`src/rtl/wavhp_pkg.sv`:
```
// Shared types and constants of the WAV header parser.
package wavhp_pkg;

   // result status codes
   localparam logic [2:0] STATUS_OK          = 3'd0;
   localparam logic [2:0] STATUS_BAD_HEADER  = 3'd1;
   localparam logic [2:0] STATUS_UNSUPPORTED = 3'd2;
   localparam logic [2:0] STATUS_TRUNCATED   = 3'd3;
   localparam logic [2:0] STATUS_ZERO_CHAN   = 3'd4;

   // chunk tags as little-endian words
   localparam logic [31:0] TAG_RIFF = 32'h4646_4952;
   localparam logic [31:0] TAG_WAVE = 32'h4556_4157;
   localparam logic [31:0] TAG_FMT  = 32'h2074_6D66;
   localparam logic [31:0] TAG_DATA = 32'h6174_6164;

   localparam logic [31:0] FMT_MIN_LEN = 32'd16;
   localparam int          HEADER_LEN  = 12;
   localparam logic [15:0] PCM_TAG     = 16'd1;

   // packed so that status lands in the lowest bits
   typedef struct packed {
      logic [31:0] frame_count;
      logic [31:0] data_offset;
      logic [4:0]  sample_bits;
      logic [31:0] sample_hz;
      logic [1:0]  channels;
      logic [2:0]  status;
   } rsp_type;

   localparam int RSP_BITS   = $bits(rsp_type);
   localparam int TDATA_BITS = ((RSP_BITS + 7) / 8) * 8;

endpackage

```
`src/rtl/wav_header_parser.sv`:
```
// Top level of the WAV (RIFF/WAVE PCM) header parser.
//
// Usage:
//  - req channel: one beat per file byte, in file order. tlast marks the
//    final byte of a file; the next beat then starts a new file.
//  - rsp channel: at most one beat per file. It carries status and the
//    format and data chunk figures once both chunks are seen, or an error
//    status (bad header, unsupported format, truncated) when the error is
//    found or the file ends first. Bytes after a result are dropped until
//    tlast.
//  - Throughput: one byte per cycle, sustained, while results are taken.
//  - Output path: the byte that completes a result is held in the input
//    register, then the result is written to the result buffer, which
//    drives rsp_tvalid.
//  - Stall: a two-entry result buffer holds results while rsp_tready is
//    low; req_tready drops only when that buffer is full and a byte waits.
//  - Reset: clear all control state; the parser waits for the RIFF header
//    of a new file and the result buffer is empty.
module wav_header_parser (
   input  logic                             clock,
   input  logic                             reset,
   input  logic                             req_tvalid,
   output logic                             req_tready,
   input  logic [7:0]                       req_tdata,  // [7:0] byte_value
   input  logic                             req_tlast,  // end_of_stream
   output logic                             rsp_tvalid,
   input  logic                             rsp_tready,
   // [2:0] status, [4:3] channels, [36:5] sample_hz, [41:37] sample_bits,
   // [73:42] data_offset, [105:74] frame_count, [111:106] zero
   output logic [wavhp_pkg::TDATA_BITS-1:0] rsp_tdata
);

   logic               res_valid;
   wavhp_pkg::rsp_type res_data;
   logic               buf_room;
   wavhp_pkg::rsp_type rsp_q;

   // parse one byte per cycle from the input register while the result buffer has room
   wavhp_parse u_parse (
      .clock     (clock),
      .reset     (reset),
      .in_valid  (req_tvalid),
      .in_ready  (req_tready),
      .in_byte   (req_tdata),
      .in_last   (req_tlast),
      .out_room  (buf_room),
      .res_valid (res_valid),
      .res_data  (res_data)
   );

   // hold results until the receiver takes them
   wavhp_rsp_buf u_rsp_buf (
      .clock     (clock),
      .reset     (reset),
      .push      (res_valid),
      .push_data (res_data),
      .room      (buf_room),
      .out_valid (rsp_tvalid),
      .out_ready (rsp_tready),
      .out_data  (rsp_q)
   );

   // pad the result up to whole bytes
   assign rsp_tdata = {{(wavhp_pkg::TDATA_BITS - wavhp_pkg::RSP_BITS){1'b0}}, rsp_q};

   // a result is only produced when the buffer has room for it
   a_push_room: assert property (@(posedge clock) disable iff (reset)
      res_valid |-> buf_room)
      else $error("result pushed into a full buffer");

   // a good result always carries a supported PCM format
   a_ok_format: assert property (@(posedge clock) disable iff (reset)
      (rsp_tvalid && rsp_q.status == wavhp_pkg::STATUS_OK) |->
      ((rsp_q.sample_bits == 5'd8 || rsp_q.sample_bits == 5'd16) &&
       (rsp_q.channels == 2'd1 || rsp_q.channels == 2'd2)))
      else $error("ok result with unsupported format fields");

   // error results carry no figures
   a_err_zero: assert property (@(posedge clock) disable iff (reset)
      (rsp_tvalid && (rsp_q.status == wavhp_pkg::STATUS_BAD_HEADER ||
                      rsp_q.status == wavhp_pkg::STATUS_UNSUPPORTED ||
                      rsp_q.status == wavhp_pkg::STATUS_TRUNCATED)) |->
      (rsp_q.channels == 2'd0 && rsp_q.sample_hz == 32'd0 &&
       rsp_q.sample_bits == 5'd0 && rsp_q.data_offset == 32'd0 &&
       rsp_q.frame_count == 32'd0))
      else $error("error result with nonzero fields");

   // nothing is offered right after reset
   a_reset_quiet: assert property (@(posedge clock)
      reset |=> !rsp_tvalid)
      else $error("result beat offered after reset");

endmodule

```
`src/rtl/wavhp_parse.sv`:
```
// Byte input register and header parsing step, one byte per cycle while the result buffer has room.
module wavhp_parse (
   input  logic               clock,
   input  logic               reset,
   input  logic               in_valid,
   output logic               in_ready,
   input  logic [7:0]         in_byte,
   input  logic               in_last,
   input  logic               out_room,
   output logic               res_valid,
   output wavhp_pkg::rsp_type res_data
);

   localparam logic [2:0] PH_HEADER = 3'd0;
   localparam logic [2:0] PH_CHUNK  = 3'd1;
   localparam logic [2:0] PH_FORMAT = 3'd2;
   localparam logic [2:0] PH_SKIP   = 3'd3;
   localparam logic [2:0] PH_DONE   = 3'd4;

   localparam logic [3:0] HDR_LAST_IDX = 4'(wavhp_pkg::HEADER_LEN - 1);

   // input register
   logic       v_ff, v_in;
   logic [7:0] byte_ff;
   logic       last_ff;

   // parser state
   logic [2:0]  phase_ff, phase_in;
   logic [3:0]  idx_ff, idx_in;
   logic [31:0] tag_ff, tag_in;
   logic [31:0] size_ff, size_in;
   logic [31:0] skip_ff, skip_in;
   logic [31:0] pos_ff, pos_in;
   logic [15:0] ch_ff, ch_in;
   logic [31:0] rate_ff, rate_in;
   logic [15:0] bits_ff, bits_in;
   logic [31:0] doff_ff, doff_in;
   logic [31:0] dlen_ff, dlen_in;
   logic        fmt_done_ff, fmt_done_in;
   logic        data_ff, data_in;
   logic        aux_ff, aux_in;

   logic        fire;
   logic [31:0] pos_nx;
   logic [31:0] tag_m, size_m, rate_m;
   logic [15:0] ch_m, bits_m;
   logic        emit_ok, emit_err;
   logic [2:0]  err_code;
   logic [1:0]  shift_amt;

   assign fire     = v_ff && out_room;
   assign in_ready = !v_ff || out_room;
   assign v_in     = (in_valid && in_ready) || (v_ff && !fire);
   assign pos_nx   = pos_ff + 32'd1;

   // merge the current byte into each field at its lane
   always_comb begin
      tag_m  = tag_ff;
      size_m = size_ff;
      rate_m = rate_ff;
      ch_m   = ch_ff;
      bits_m = bits_ff;
      tag_m[{idx_ff[1:0], 3'b000} +: 8]  = byte_ff;
      size_m[{idx_ff[1:0], 3'b000} +: 8] = byte_ff;
      rate_m[{idx_ff[1:0], 3'b000} +: 8] = byte_ff;
      ch_m[{idx_ff[0], 3'b000} +: 8]     = byte_ff;
      bits_m[{idx_ff[0], 3'b000} +: 8]   = byte_ff;
   end

   always_comb begin
      phase_in    = phase_ff;
      idx_in      = idx_ff;
      tag_in      = tag_ff;
      size_in     = size_ff;
      skip_in     = skip_ff;
      pos_in      = pos_ff;
      ch_in       = ch_ff;
      rate_in     = rate_ff;
      bits_in     = bits_ff;
      doff_in     = doff_ff;
      dlen_in     = dlen_ff;
      fmt_done_in = fmt_done_ff;
      data_in     = data_ff;
      aux_in      = aux_ff;
      emit_ok     = 1'b0;
      emit_err    = 1'b0;
      err_code    = wavhp_pkg::STATUS_OK;
      if (fire) begin
         pos_in = pos_nx;
         idx_in = idx_ff + 4'd1;
         unique case (phase_ff)
            PH_HEADER: begin
               if (idx_ff < 4'd4 || idx_ff > 4'd7) begin
                  tag_in = tag_m;
               end else begin
                  size_in = size_m;
               end
               if (idx_ff == 4'd3) begin
                  if (tag_m != wavhp_pkg::TAG_RIFF) aux_in = 1'b1;
               end else if (idx_ff == 4'd7) begin
                  if (size_m == 32'd0) aux_in = 1'b1;
               end else if (idx_ff == HDR_LAST_IDX) begin
                  idx_in = 4'd0;
                  aux_in = 1'b0;
                  if (aux_ff || tag_m != wavhp_pkg::TAG_WAVE) begin
                     emit_err = 1'b1;
                     err_code = wavhp_pkg::STATUS_BAD_HEADER;
                     phase_in = PH_DONE;
                  end else begin
                     phase_in = PH_CHUNK;
                  end
               end
            end
            PH_CHUNK: begin
               if (idx_ff < 4'd4) begin
                  tag_in = tag_m;
               end else begin
                  size_in = size_m;
               end
               if (idx_ff == 4'd7) begin
                  idx_in = 4'd0;
                  if (tag_ff == wavhp_pkg::TAG_FMT && size_m >= wavhp_pkg::FMT_MIN_LEN &&
                      !fmt_done_ff) begin
                     phase_in = PH_FORMAT;
                  end else if (tag_ff == wavhp_pkg::TAG_DATA && !data_ff) begin
                     doff_in = pos_nx;
                     dlen_in = size_m;
                     data_in = 1'b1;
                     if (fmt_done_ff) begin
                        emit_ok  = 1'b1;
                        phase_in = PH_DONE;
                     end else if (size_m == 32'd0) begin
                        phase_in = PH_CHUNK;
                     end else begin
                        skip_in  = size_m;
                        phase_in = PH_SKIP;
                     end
                  end else if (size_m == 32'd0) begin
                     phase_in = PH_CHUNK;
                  end else begin
                     skip_in  = size_m;
                     phase_in = PH_SKIP;
                  end
               end
            end
            PH_FORMAT: begin
               if (idx_ff < 4'd2) tag_in = tag_m;
               else if (idx_ff < 4'd4) ch_in = ch_m;
               else if (idx_ff < 4'd8) rate_in = rate_m;
               else if (idx_ff > 4'd13) bits_in = bits_m;
               if (idx_ff == 4'd15) begin
                  idx_in = 4'd0;
                  // only the low half of the tag is loaded in this chunk
                  if (tag_ff[15:0] != wavhp_pkg::PCM_TAG || ch_ff > 16'd2 ||
                      (bits_m != 16'd8 && bits_m != 16'd16)) begin
                     emit_err = 1'b1;
                     err_code = wavhp_pkg::STATUS_UNSUPPORTED;
                     phase_in = PH_DONE;
                  end else if (size_ff == wavhp_pkg::FMT_MIN_LEN) begin
                     fmt_done_in = 1'b1;
                     if (data_ff) begin
                        emit_ok  = 1'b1;
                        phase_in = PH_DONE;
                     end else begin
                        phase_in = PH_CHUNK;
                     end
                  end else begin
                     aux_in   = 1'b1;
                     skip_in  = size_ff - wavhp_pkg::FMT_MIN_LEN;
                     phase_in = PH_SKIP;
                  end
               end
            end
            PH_SKIP: begin
               idx_in  = idx_ff;
               skip_in = skip_ff - 32'd1;
               if (skip_ff == 32'd1) begin
                  phase_in = PH_CHUNK;
                  if (aux_ff) begin
                     aux_in      = 1'b0;
                     fmt_done_in = 1'b1;
                     if (data_ff) begin
                        emit_ok  = 1'b1;
                        phase_in = PH_DONE;
                     end
                  end
               end
            end
            default: begin
               idx_in = idx_ff;
            end
         endcase
         if (last_ff) begin
            if (!emit_ok && !emit_err && phase_in != PH_DONE) begin
               emit_err = 1'b1;
               err_code = (phase_in == PH_HEADER) ? wavhp_pkg::STATUS_BAD_HEADER
                                                  : wavhp_pkg::STATUS_TRUNCATED;
            end
            phase_in    = PH_HEADER;
            idx_in      = 4'd0;
            pos_in      = 32'd0;
            fmt_done_in = 1'b0;
            data_in     = 1'b0;
            aux_in      = 1'b0;
         end
      end
   end

   assign shift_amt = {1'b0, ch_in == 16'd2} + {1'b0, bits_in == 16'd16};

   always_comb begin
      res_valid = emit_ok || emit_err;
      res_data  = '0;
      if (emit_err) begin
         res_data.status = err_code;
      end else if (emit_ok) begin
         res_data.channels    = ch_in[1:0];
         res_data.sample_hz   = rate_in;
         res_data.sample_bits = bits_in[4:0];
         res_data.data_offset = doff_in;
         if (ch_in == 16'd0) begin
            res_data.status = wavhp_pkg::STATUS_ZERO_CHAN;
         end else begin
            res_data.status      = wavhp_pkg::STATUS_OK;
            res_data.frame_count = dlen_in >> shift_amt;
         end
      end
   end

   always_ff @(posedge clock) begin
      if (reset) begin
         v_ff        <= 1'b0;
         phase_ff    <= PH_HEADER;
         idx_ff      <= 4'd0;
         pos_ff      <= 32'd0;
         fmt_done_ff <= 1'b0;
         data_ff     <= 1'b0;
         aux_ff      <= 1'b0;
      end else begin
         v_ff        <= v_in;
         phase_ff    <= phase_in;
         idx_ff      <= idx_in;
         pos_ff      <= pos_in;
         fmt_done_ff <= fmt_done_in;
         data_ff     <= data_in;
         aux_ff      <= aux_in;
      end
   end

   always_ff @(posedge clock) begin
      if (in_valid && in_ready) begin
         byte_ff <= in_byte;
         last_ff <= in_last;
      end
      tag_ff  <= tag_in;
      size_ff <= size_in;
      skip_ff <= skip_in;
      ch_ff   <= ch_in;
      rate_ff <= rate_in;
      bits_ff <= bits_in;
      doff_ff <= doff_in;
      dlen_ff <= dlen_in;
   end

endmodule

```
`src/rtl/wavhp_rsp_buf.sv`:
```
// Two-entry result buffer that decouples the parser from the result channel.
module wavhp_rsp_buf (
   input  logic               clock,
   input  logic               reset,
   input  logic               push,
   input  wavhp_pkg::rsp_type push_data,
   output logic               room,
   output logic               out_valid,
   input  logic               out_ready,
   output wavhp_pkg::rsp_type out_data
);

   logic               v0_ff, v0_in, v1_ff, v1_in;
   wavhp_pkg::rsp_type d0_ff, d0_in, d1_ff, d1_in;
   logic               pop;

   assign pop       = v0_ff && out_ready;
   assign room      = !v1_ff;
   assign out_valid = v0_ff;
   assign out_data  = d0_ff;

   always_comb begin
      v0_in = v0_ff;
      v1_in = v1_ff;
      d0_in = d0_ff;
      d1_in = d1_ff;
      if (pop) begin
         // advance the second entry, or the new beat, to the head
         d0_in = v1_ff ? d1_ff : push_data;
         v0_in = v1_ff || push;
         d1_in = push_data;
         v1_in = v1_ff && push;
      end else if (push) begin
         if (!v0_ff) begin
            d0_in = push_data;
            v0_in = 1'b1;
         end else begin
            d1_in = push_data;
            v1_in = 1'b1;
         end
      end
   end

   always_ff @(posedge clock) begin
      if (reset) begin
         v0_ff <= 1'b0;
         v1_ff <= 1'b0;
      end else begin
         v0_ff <= v0_in;
         v1_ff <= v1_in;
      end
   end

   always_ff @(posedge clock) begin
      d0_ff <= d0_in;
      d1_ff <= d1_in;
   end

endmodule
```
`config.mk`:
```
export PLATFORM = sky130hd
export DESIGN_NAME = wav_header_parser
export DESIGN_NICKNAME = d
export VERILOG_FILES = /design/src/rtl/wavhp_pkg.sv /design/src/rtl/wav_header_parser.sv /design/src/rtl/wavhp_parse.sv /design/src/rtl/wavhp_rsp_buf.sv
export SDC_FILE = /design/constraint.sdc
export NUM_CORES = 1
export LEC_CHECK = 0
export BUFFER_PORTS_ARGS = -buffer_cell sky130_fd_sc_hd__buf_4
export CORE_MARGIN = 2
export CORE_UTILIZATION = 44
export CTS_CLUSTER_SIZE = 14
export DETAILED_ROUTE_END_ITERATION = 16
export PLACE_DENSITY = 0.72
export SLEW_MARGIN = 10
export SYNTH_ARGS = -nofsm -noshare
export SYNTH_HDL_FRONTEND = slang
export SYNTH_SLANG_ARGS = --single-unit
```
`constraint.sdc`:
```
create_clock -name clock -period 11.5 [get_ports clock]
set_input_delay 1.725 -clock clock [delete_from_list [all_inputs] [get_ports clock]]
set_output_delay 1.725 -clock clock [all_outputs]
set_load 0.005 [all_outputs]
```
==> results of run 1 <==
## where the power goes
part / switching (uW) / internal (uW) / total, uW
sequential: 16.7 / 1900 / 1910
clock: 679 / 932 / 1610
combinational: 87.8 / 46.5 / 134
total: 783 / 2880 / 3660
## Yosys cell counts (all sizes together), types with 4 or more instances
| master | instances | area (um2) |
|---|---|---|
| a21oi | 95 | 487 |
| a21o | 64 | 480 |
| o21ai | 151 | 756 |
| or4b | 4 | 40.0 |
| nand4b | 4 | 35.0 |
| dfxtp | 173 | 3460 |
| mux2 | 44 | 495 |
| ha | 13 | 163 |
| nand2b | 11 | 68.8 |
| o31ai | 8 | 60.1 |
| nand4 | 20 | 125 |
| a22o | 31 | 272 |
| a22oi | 46 | 345 |
| nor4b | 5 | 50.0 |
| nand2 | 165 | 622 |
| nor2 | 233 | 875 |
| mux2i | 59 | 591 |
| and3 | 38 | 238 |
| clkbuf | 103 | 389 |
| nand3 | 41 | 205 |
| o22ai | 4 | 25.0 |
| and4b | 4 | 40.0 |
| xor2 | 22 | 193 |
| or4 | 16 | 120 |
| nor4 | 39 | 263 |
| and4 | 9 | 78.8 |
| inv | 133 | 499 |
| xnor2 | 60 | 526 |
| buf | 31 | 171 |
| and2 | 29 | 181 |
| edfxtp | 317 | 9520 |
| nor2b | 17 | 106 |
| or3 | 17 | 111 |
| o221ai | 13 | 114 |
| nor3b | 11 | 82.6 |
| nor3 | 42 | 210 |
| a31oi | 15 | 93.8 |
## kinds of logic after synthesis
logic type / count (synthesis)
adders and majority gates: 13
AOI/OAI and AO/OA: 458
DFF: 490
buffers and inverters: 269
and+or+nand+nor: 721
muxes: 103
xor gates and xnor gates: 82
other: 1
## worst reg2reg max path, delay by kind of cell (launching register included)
family,cells,cell delay [ns]
compound gates,4,0.86
fa+ha+maj,1,0.52
buf+inv,3,1.59
flops,1,0.95
simple gates,4,2.43
## metrics by stage
stage	utilization	power [uW]	area, um2
after floorplan	-	2030	22600
after global placement	0.477	2080	24000
after detailed placement	0.477	2080	24000
after CTS	0.509	3690	25700
after global routing	0.509	3760	25700
final	0.509	3660	25700
## final cells by class
class / count / area [um2]
clock buffers: 69 / 1380
clock inverters: 23 / 231
fillers: 4429 / 24700
inverters: 135 / 507
multi-input cells: 1383 / 8560
flip-flops and latches: 490 / 13000
well taps: 672 / 841
repair buffers: 153 / 1150
## layer usage
layer,track usage,vias to the layer above,part of all wire
met3,0.0327,128,0.063
li1,-,7837,-
met1,0.287,8123,0.43
met4,0.0794,0,0.034
met5,0,-,0
met2,0.353,575,0.47
## cell usage in the layout (no fill, tap or decap), drive strengths merged, types with 5 or more instances in the layout
cell and instances:
nand3 41, buf 153, and2 29, o221ai 13, a21oi 95, a22o 31, mux2i 59, nor2 233
and4 9, clkbuf 69, or4 16, clkinv 18, mux2 44, xnor2 60, nor4 39, o21ai 151
xor2 22, edfxtp 317, and3 38, nand2 165, inv 134, nor3b 11, ha 13, a22oi 46
a31oi 15, nor3 42, dfxtp 173, conb 6, a21o 64, nand2b 11, or3 17, nor2b 17
nor4b 5, nand4 20, o31ai 8
## worst max path at each step
stage	slack, ns	cells after the start	end
after global routing	4.33	12	u_rsp_buf.d1_ff[10]
after global placement	5.12	12	u_rsp_buf.d1_ff[9]
final	4.68	12	u_rsp_buf.d1_ff[10]
after CTS	4.83	12	u_rsp_buf.d1_ff[10]
after floorplan	2.10	13	u_rsp_buf.d1_ff[0]
after detailed placement	4.85	12	u_rsp_buf.d1_ff[9]
## registers in the layout, indices dropped and copies added (netlist names), 3 cells and up
| name | cells |
|---|---|
| u_rsp_buf.d1_ff | 106 |
| u_rsp_buf.out_data | 106 |
| u_parse.dlen_ff | 32 |
| u_parse.doff_ff | 32 |
| u_parse.pos_ff | 32 |
| u_parse.rate_ff | 32 |
| u_parse.size_ff | 32 |
| u_parse.skip_ff | 32 |
| u_parse.tag_ff | 32 |
| u_parse.bits_ff | 16 |
| u_parse.ch_ff | 16 |
| u_parse.byte_ff | 8 |
| u_parse.idx_ff | 4 |
| u_parse.phase_ff | 3 |
==> out/qor.csv, run 1 <==
metric;value;unit
p_leak;0.0104;uW
min_to;u_parse.doff_ff[6];
synth_top_family_by_area;simple AND/OR/NAND/NOR gates;
dp.cells;2833;
synthAdderAreaFrac;0.00722;
routedWlPerCell;19.7;um
drt_iter0_drc;1776;
r2r_cells;12;
synth.avg_cell_area;10.5;um2
fp.dieH;230;um
cts_buffers;50;
synth_cell_type_count;80;
hold_slack;0.444;ns
hold_start;u_parse.doff_ff[6];
antenna_cells;0;
critPathTopFamily;simple AND/OR/NAND/NOR gates;
status;completed;
grt.overflow.total;0;
max_freq;147;MHz
cp-startpoint;u_parse.idx_ff[0];
cts-root-buf;clkbuf_16;
cts_tree;built;
ctsHoldBuffers;0;
reg2reg_slack;4.68;ns
layoutNonFillerInstCount;2925;
totalWireLength;57.7;mm
async_reset_ff_frac;0;
fp.dieW;230;um
min_period;6.82;ns
clk_path_buf_depth;3;
worstPathMaxFanout;60;
dp_hpwl;39.7;mm
hold_depth;2;
port_buffers;120;
grtUsageTotal;0.214;
vias;16700;
yosysSeqAreaShare;0.576;
post-place-ws;4.85;ns
finalWeightedCongestion;0.944;
crit_required;11.70;ns
r2r-end;u_rsp_buf.d1_ff[10];
worst_slew_pin_slew;1.19;ns
io_pins;127;
finalHoldViolCount;0;
synth_compound_area_frac;0.130;
synth_cells;2137;
reg2reg_from;u_parse.idx_ff[0];
ys_warn_count;0;
clock_latency;0.59;ns
relSlewSlack;0.205;
fin_crit_sh;0.593;
cellPowerDensity;143;nW/um2
start_util;0.447;
drive_above_1_share;0.132;
clk_pin_slew;0.06;ns
clock_skew;0.0227;ns
synthXorXnorAreaFrac;0.0319;
setup_violations;0;
path_class;reg -> reg;
grt_pass1_vias;16300;
std_cell_rows;82;
worst_slack;4.68;ns
grt_max_degree;65;
avgViaCountPerCell;5.70;
ant_nets;0;
maxCapViolations;0;
cp_slowest_cell;dfxtp_1;
critical_path_arrival;7.02;ns
cts_setup_buffers;0;
ys.flop_type;edfxtp_1;
drcViolationCount;0;
crit_chain;inv_1, ha_1, and4bb_1, a22oi_1, or4b_1, or4_1, or3_4, a21oi_4, o311ai_4, a31oi_4, buf_4, buf_4;
finalNetCount;2239;
areaGrowthSynthToFinish;13.8;%
htree_levels;2;
netlist_area;22500;um2
die-area;53100;um2
vdd_drop_max;0.0871;mV
synth_edf_count;317;
end_kind;flop;
critPathMaxStageDelay;0.95;ns
fin_tns_setup;0;ns
worstHoldPathType;reg -> reg;
firstDrtPassIters;6;
critPathBufInv;3;
grt_antenna_before_repair;0;
cts.sink_count;490;
yosys.area_share.simple;0.160;
muxShareOfSynthArea;0.0482;
rsz0062_at_grt;false;
critPathLaunchType;flop;
ys_ff_latch;490;
finalMaxSlewViolations;0;
cp_common_cell;buf_4;
core-area;50400;um2
grt_pass1_wl;90.4;mm
ctsResizeCount;0;
(Power assumes the default switching activity.)
==> inputs of run 2 (changes only) <==
- ABC_AREA: default -> 1
- clock period: 11.5 -> 7.1 ns (I/O delays scaled with it)
==> out/qor.csv, run 2 <==
metric;value;unit;change
status;completed;;
die-area;55000;um2;+3.7%
yosys.area.top_type;edfxtp_1;;
synth_cell_type_count;54;;-33%
finalNetCount;2856;;+28%
ys_top_cells_by_count;620 x nand2_1, 405 x inv_1, 317 x edfxtp_1;;
finalHoldViolCount;0;;unchanged
totalWireLength;66.5;mm;+15%
fillers;4893;;+10%
worstHoldPathType;reg -> reg;;
post-place-ws;1.03;ns;-3.82 ns
p_leak;0.0111;uW;+6.7%
routedWlPerCell;18.7;um;-5.3%
crit_required;7.53;ns;-4.17 ns
grt_max_degree;73;;+12%
synth.avg_cell_area;8.52;um2;-19%
drt_iter0_drc;2237;;+26%
synth_top_family_by_area;simple AND/OR/NAND/NOR gates;;
areaGrowthSynthToFinish;14.1;%;
grt_pass1_wl;103;mm;+13%
clk_path_buf_depth;3;;unchanged
synthXorXnorAreaFrac;0.0139;;-0.0180
critPathTopFamily;simple AND/OR/NAND/NOR gates;;
ys.flop_type;edfxtp_1;;
min_period;6.28;ns;-0.540 ns
vdd_drop_max;0.175;mV;+100%
yosysSeqAreaShare;0.555;;-0.0209
htree_levels;2;;unchanged
critPathBufInv;4;;+1
start_util;0.445;;-0.00240
ys_ff_latch;490;;unchanged
path_class;reg -> reg;;
drive_above_1_share;0.104;;-0.0274
yosys.area_share.simple;0.218;;+0.0580
grtUsageTotal;0.238;;+0.0237
fin_tns_setup;0;ns;unchanged
cts_buffers;52;;+4.0%
cts_setup_buffers;0;;unchanged
fp.dieW;235;um;+1.8%
critical_path_arrival;6.70;ns;-0.32 ns
core-area;52600;um2;+4.3%
netlist_area;23400;um2;+3.8%
fin_crit_sh;0.884;;+0.291
finalWeightedCongestion;0.999;;+5.8%
worst_slew_pin_slew;0.974;ns;-0.219 ns
critPathLaunchType;flop;;
synth_most_common_cell;nand2_1;;
max_freq;159;MHz;+8.6%
antenna_cells;0;;unchanged
vias;19400;;+17%
firstDrtPassIters;7;;+1
fp.dieH;235;um;+1.8%
grt_pass1_vias;18300;;+13%
cp_slowest_cell;dfxtp_1;;
grt.overflow.total;0;;unchanged
critPathMaxStageDelay;0.96;ns;about the same
synth_edf_count;317;;unchanged
relSlewSlack;0.350;;+0.145
worst_slack;0.825;ns;-3.86 ns
finalMaxSlewViolations;0;;unchanged
synth_compound_area_frac;0.117;;-0.0126
std_cell_rows;84;;+2.4%
drcViolationCount;0;;unchanged
cts_tree;built;;
port_buffers;120;;unchanged
fin_area;26700;um2;+4.0%
io_pins;127;;unchanged
muxShareOfSynthArea;0;;-0.0482
ant_nets;0;;unchanged
synth_cells;2744;;+28%
async_reset_ff_frac;0;;unchanged
synth_area_leaders;edfxtp_1 41%, dfxtp_1 15%, nand2_1 10%, inv_1 6.5%, nor2_1 4.7%;;
cts-root-buf;clkbuf_16;;
synth_top_cell_area_share;0.407;;-0.0153
cts.sink_count;490;;unchanged
maxCapViolations;0;;unchanged
ctsResizeCount;0;;unchanged
grt_antenna_before_repair;2;;+2
clk_pin_slew;0.06;ns;about the same
hold_slack;0.467;ns;+0.0229 ns
end_kind;flop;;
ys_warn_count;0;;unchanged
clock_latency;0.60;ns;about the same
rsz0062_at_grt;false;;
dp_hpwl;47.5;mm;+20%
ctsHoldBuffers;0;;unchanged
place_area;24900;um2;+3.4%
final_cell_mix;617 x nand2_1, 404 x inv_1, 317 x edfxtp_1;;
crit_chain;inv_2, ha_1, nor3_1, nand2_1, inv_1, o21ai_0, nor4_1, nand2_1, nor2_1, ha_1, clkinv_1, nor2_4, inv_1, o22ai_1;;
synthAdderAreaFrac;0.00696;;-0.000261
worstPathMaxFanout;25;;-58%
layout_commonest_cell;nand2_1;;
avgViaCountPerCell;5.46;;-4.2%
cellPowerDensity;234;nW/um2;+64%
setup_violations;0;;unchanged
clock_skew;0.0169;ns;-0.00586 ns
==> run 2: cell count changes in the layout (fill, tap and decap cells not counted), moves of 47 or more <==
| cell | change |
|---|---|
| nor2_1 | +58 |
| nand2_1 | +453 |
| nand3_1 | +51 |
| inv_1 | +273 |
| o22ai_1 | +94 |
| mux2i_1 | -59 |
| xnor2_1 | -47 |
| a21o_1 | -64 |
==> run 2: per-layer routing <==
layer  global-route usage  up-vias  share of wire
li1                     -     9269              -
met1                0.340     9172           0.44
met2                0.372      863           0.45
met3               0.0360      130          0.078
met4               0.0757        4          0.028
met5                    0        -        0.00038
==> run 2: final timing paths <==
kind                    endpoint  cells past startpoint  slack (ns)                 from
max          u_rsp_buf.d1_ff[88]                     14        0.82    u_parse.idx_ff[0]
min          u_parse.dlen_ff[29]                      2        0.47  u_parse.dlen_ff[29]
max reg2reg  u_rsp_buf.d1_ff[88]                     14        0.82    u_parse.idx_ff[0]
min reg2reg  u_parse.dlen_ff[29]                      2        0.47  u_parse.dlen_ff[29]
==> run 2: stage by stage <==
step	std cells	util	power [uW]
after floorplan	2749	-	3300
after global placement	3464	0.473	3410
after detailed placement	3464	0.473	3410
after CTS	3562	0.508	6270
after global routing	3562	0.508	6400
final	3562	0.508	6240
==> run 2: cell families after synthesis <==
family	Yosys count
buffers and inverters	532
XOR/XNOR	37
AO/OA/AOI/OAI	483
adder cells (fa/ha/maj)	13
AND/OR/NAND/NOR	1188
flip-flops	490
other	1
==> run 2: cell type report <==
type                       count  area [um2]  share of cell area
inverter                     419        1580              0.0591
sequential                   490       13000               0.487
multi-input combinational   1727        8360               0.314
tap                          688         861              0.0323
clock inverter                38         409              0.0153
clock buffer                  60        1400              0.0526
timing repair buffer         140        1080              0.0403
==> run 2: tightest hold or removal path, cell delays in order (launching register included) <==
cell and delay (ns):
dfxtp_1 0.30, inv_1 0.04, o21ai_1 0.07
==> run 2: power by group <==
part | total [uW] | internal, uW | leakage (uW) | switching (uW)
clock network | 2880 | 1680 | 0.000871 | 1200
registers | 3110 | 3080 | 0.00437 | 31.0
logic | 241 | 67.9 | 0.00587 | 173
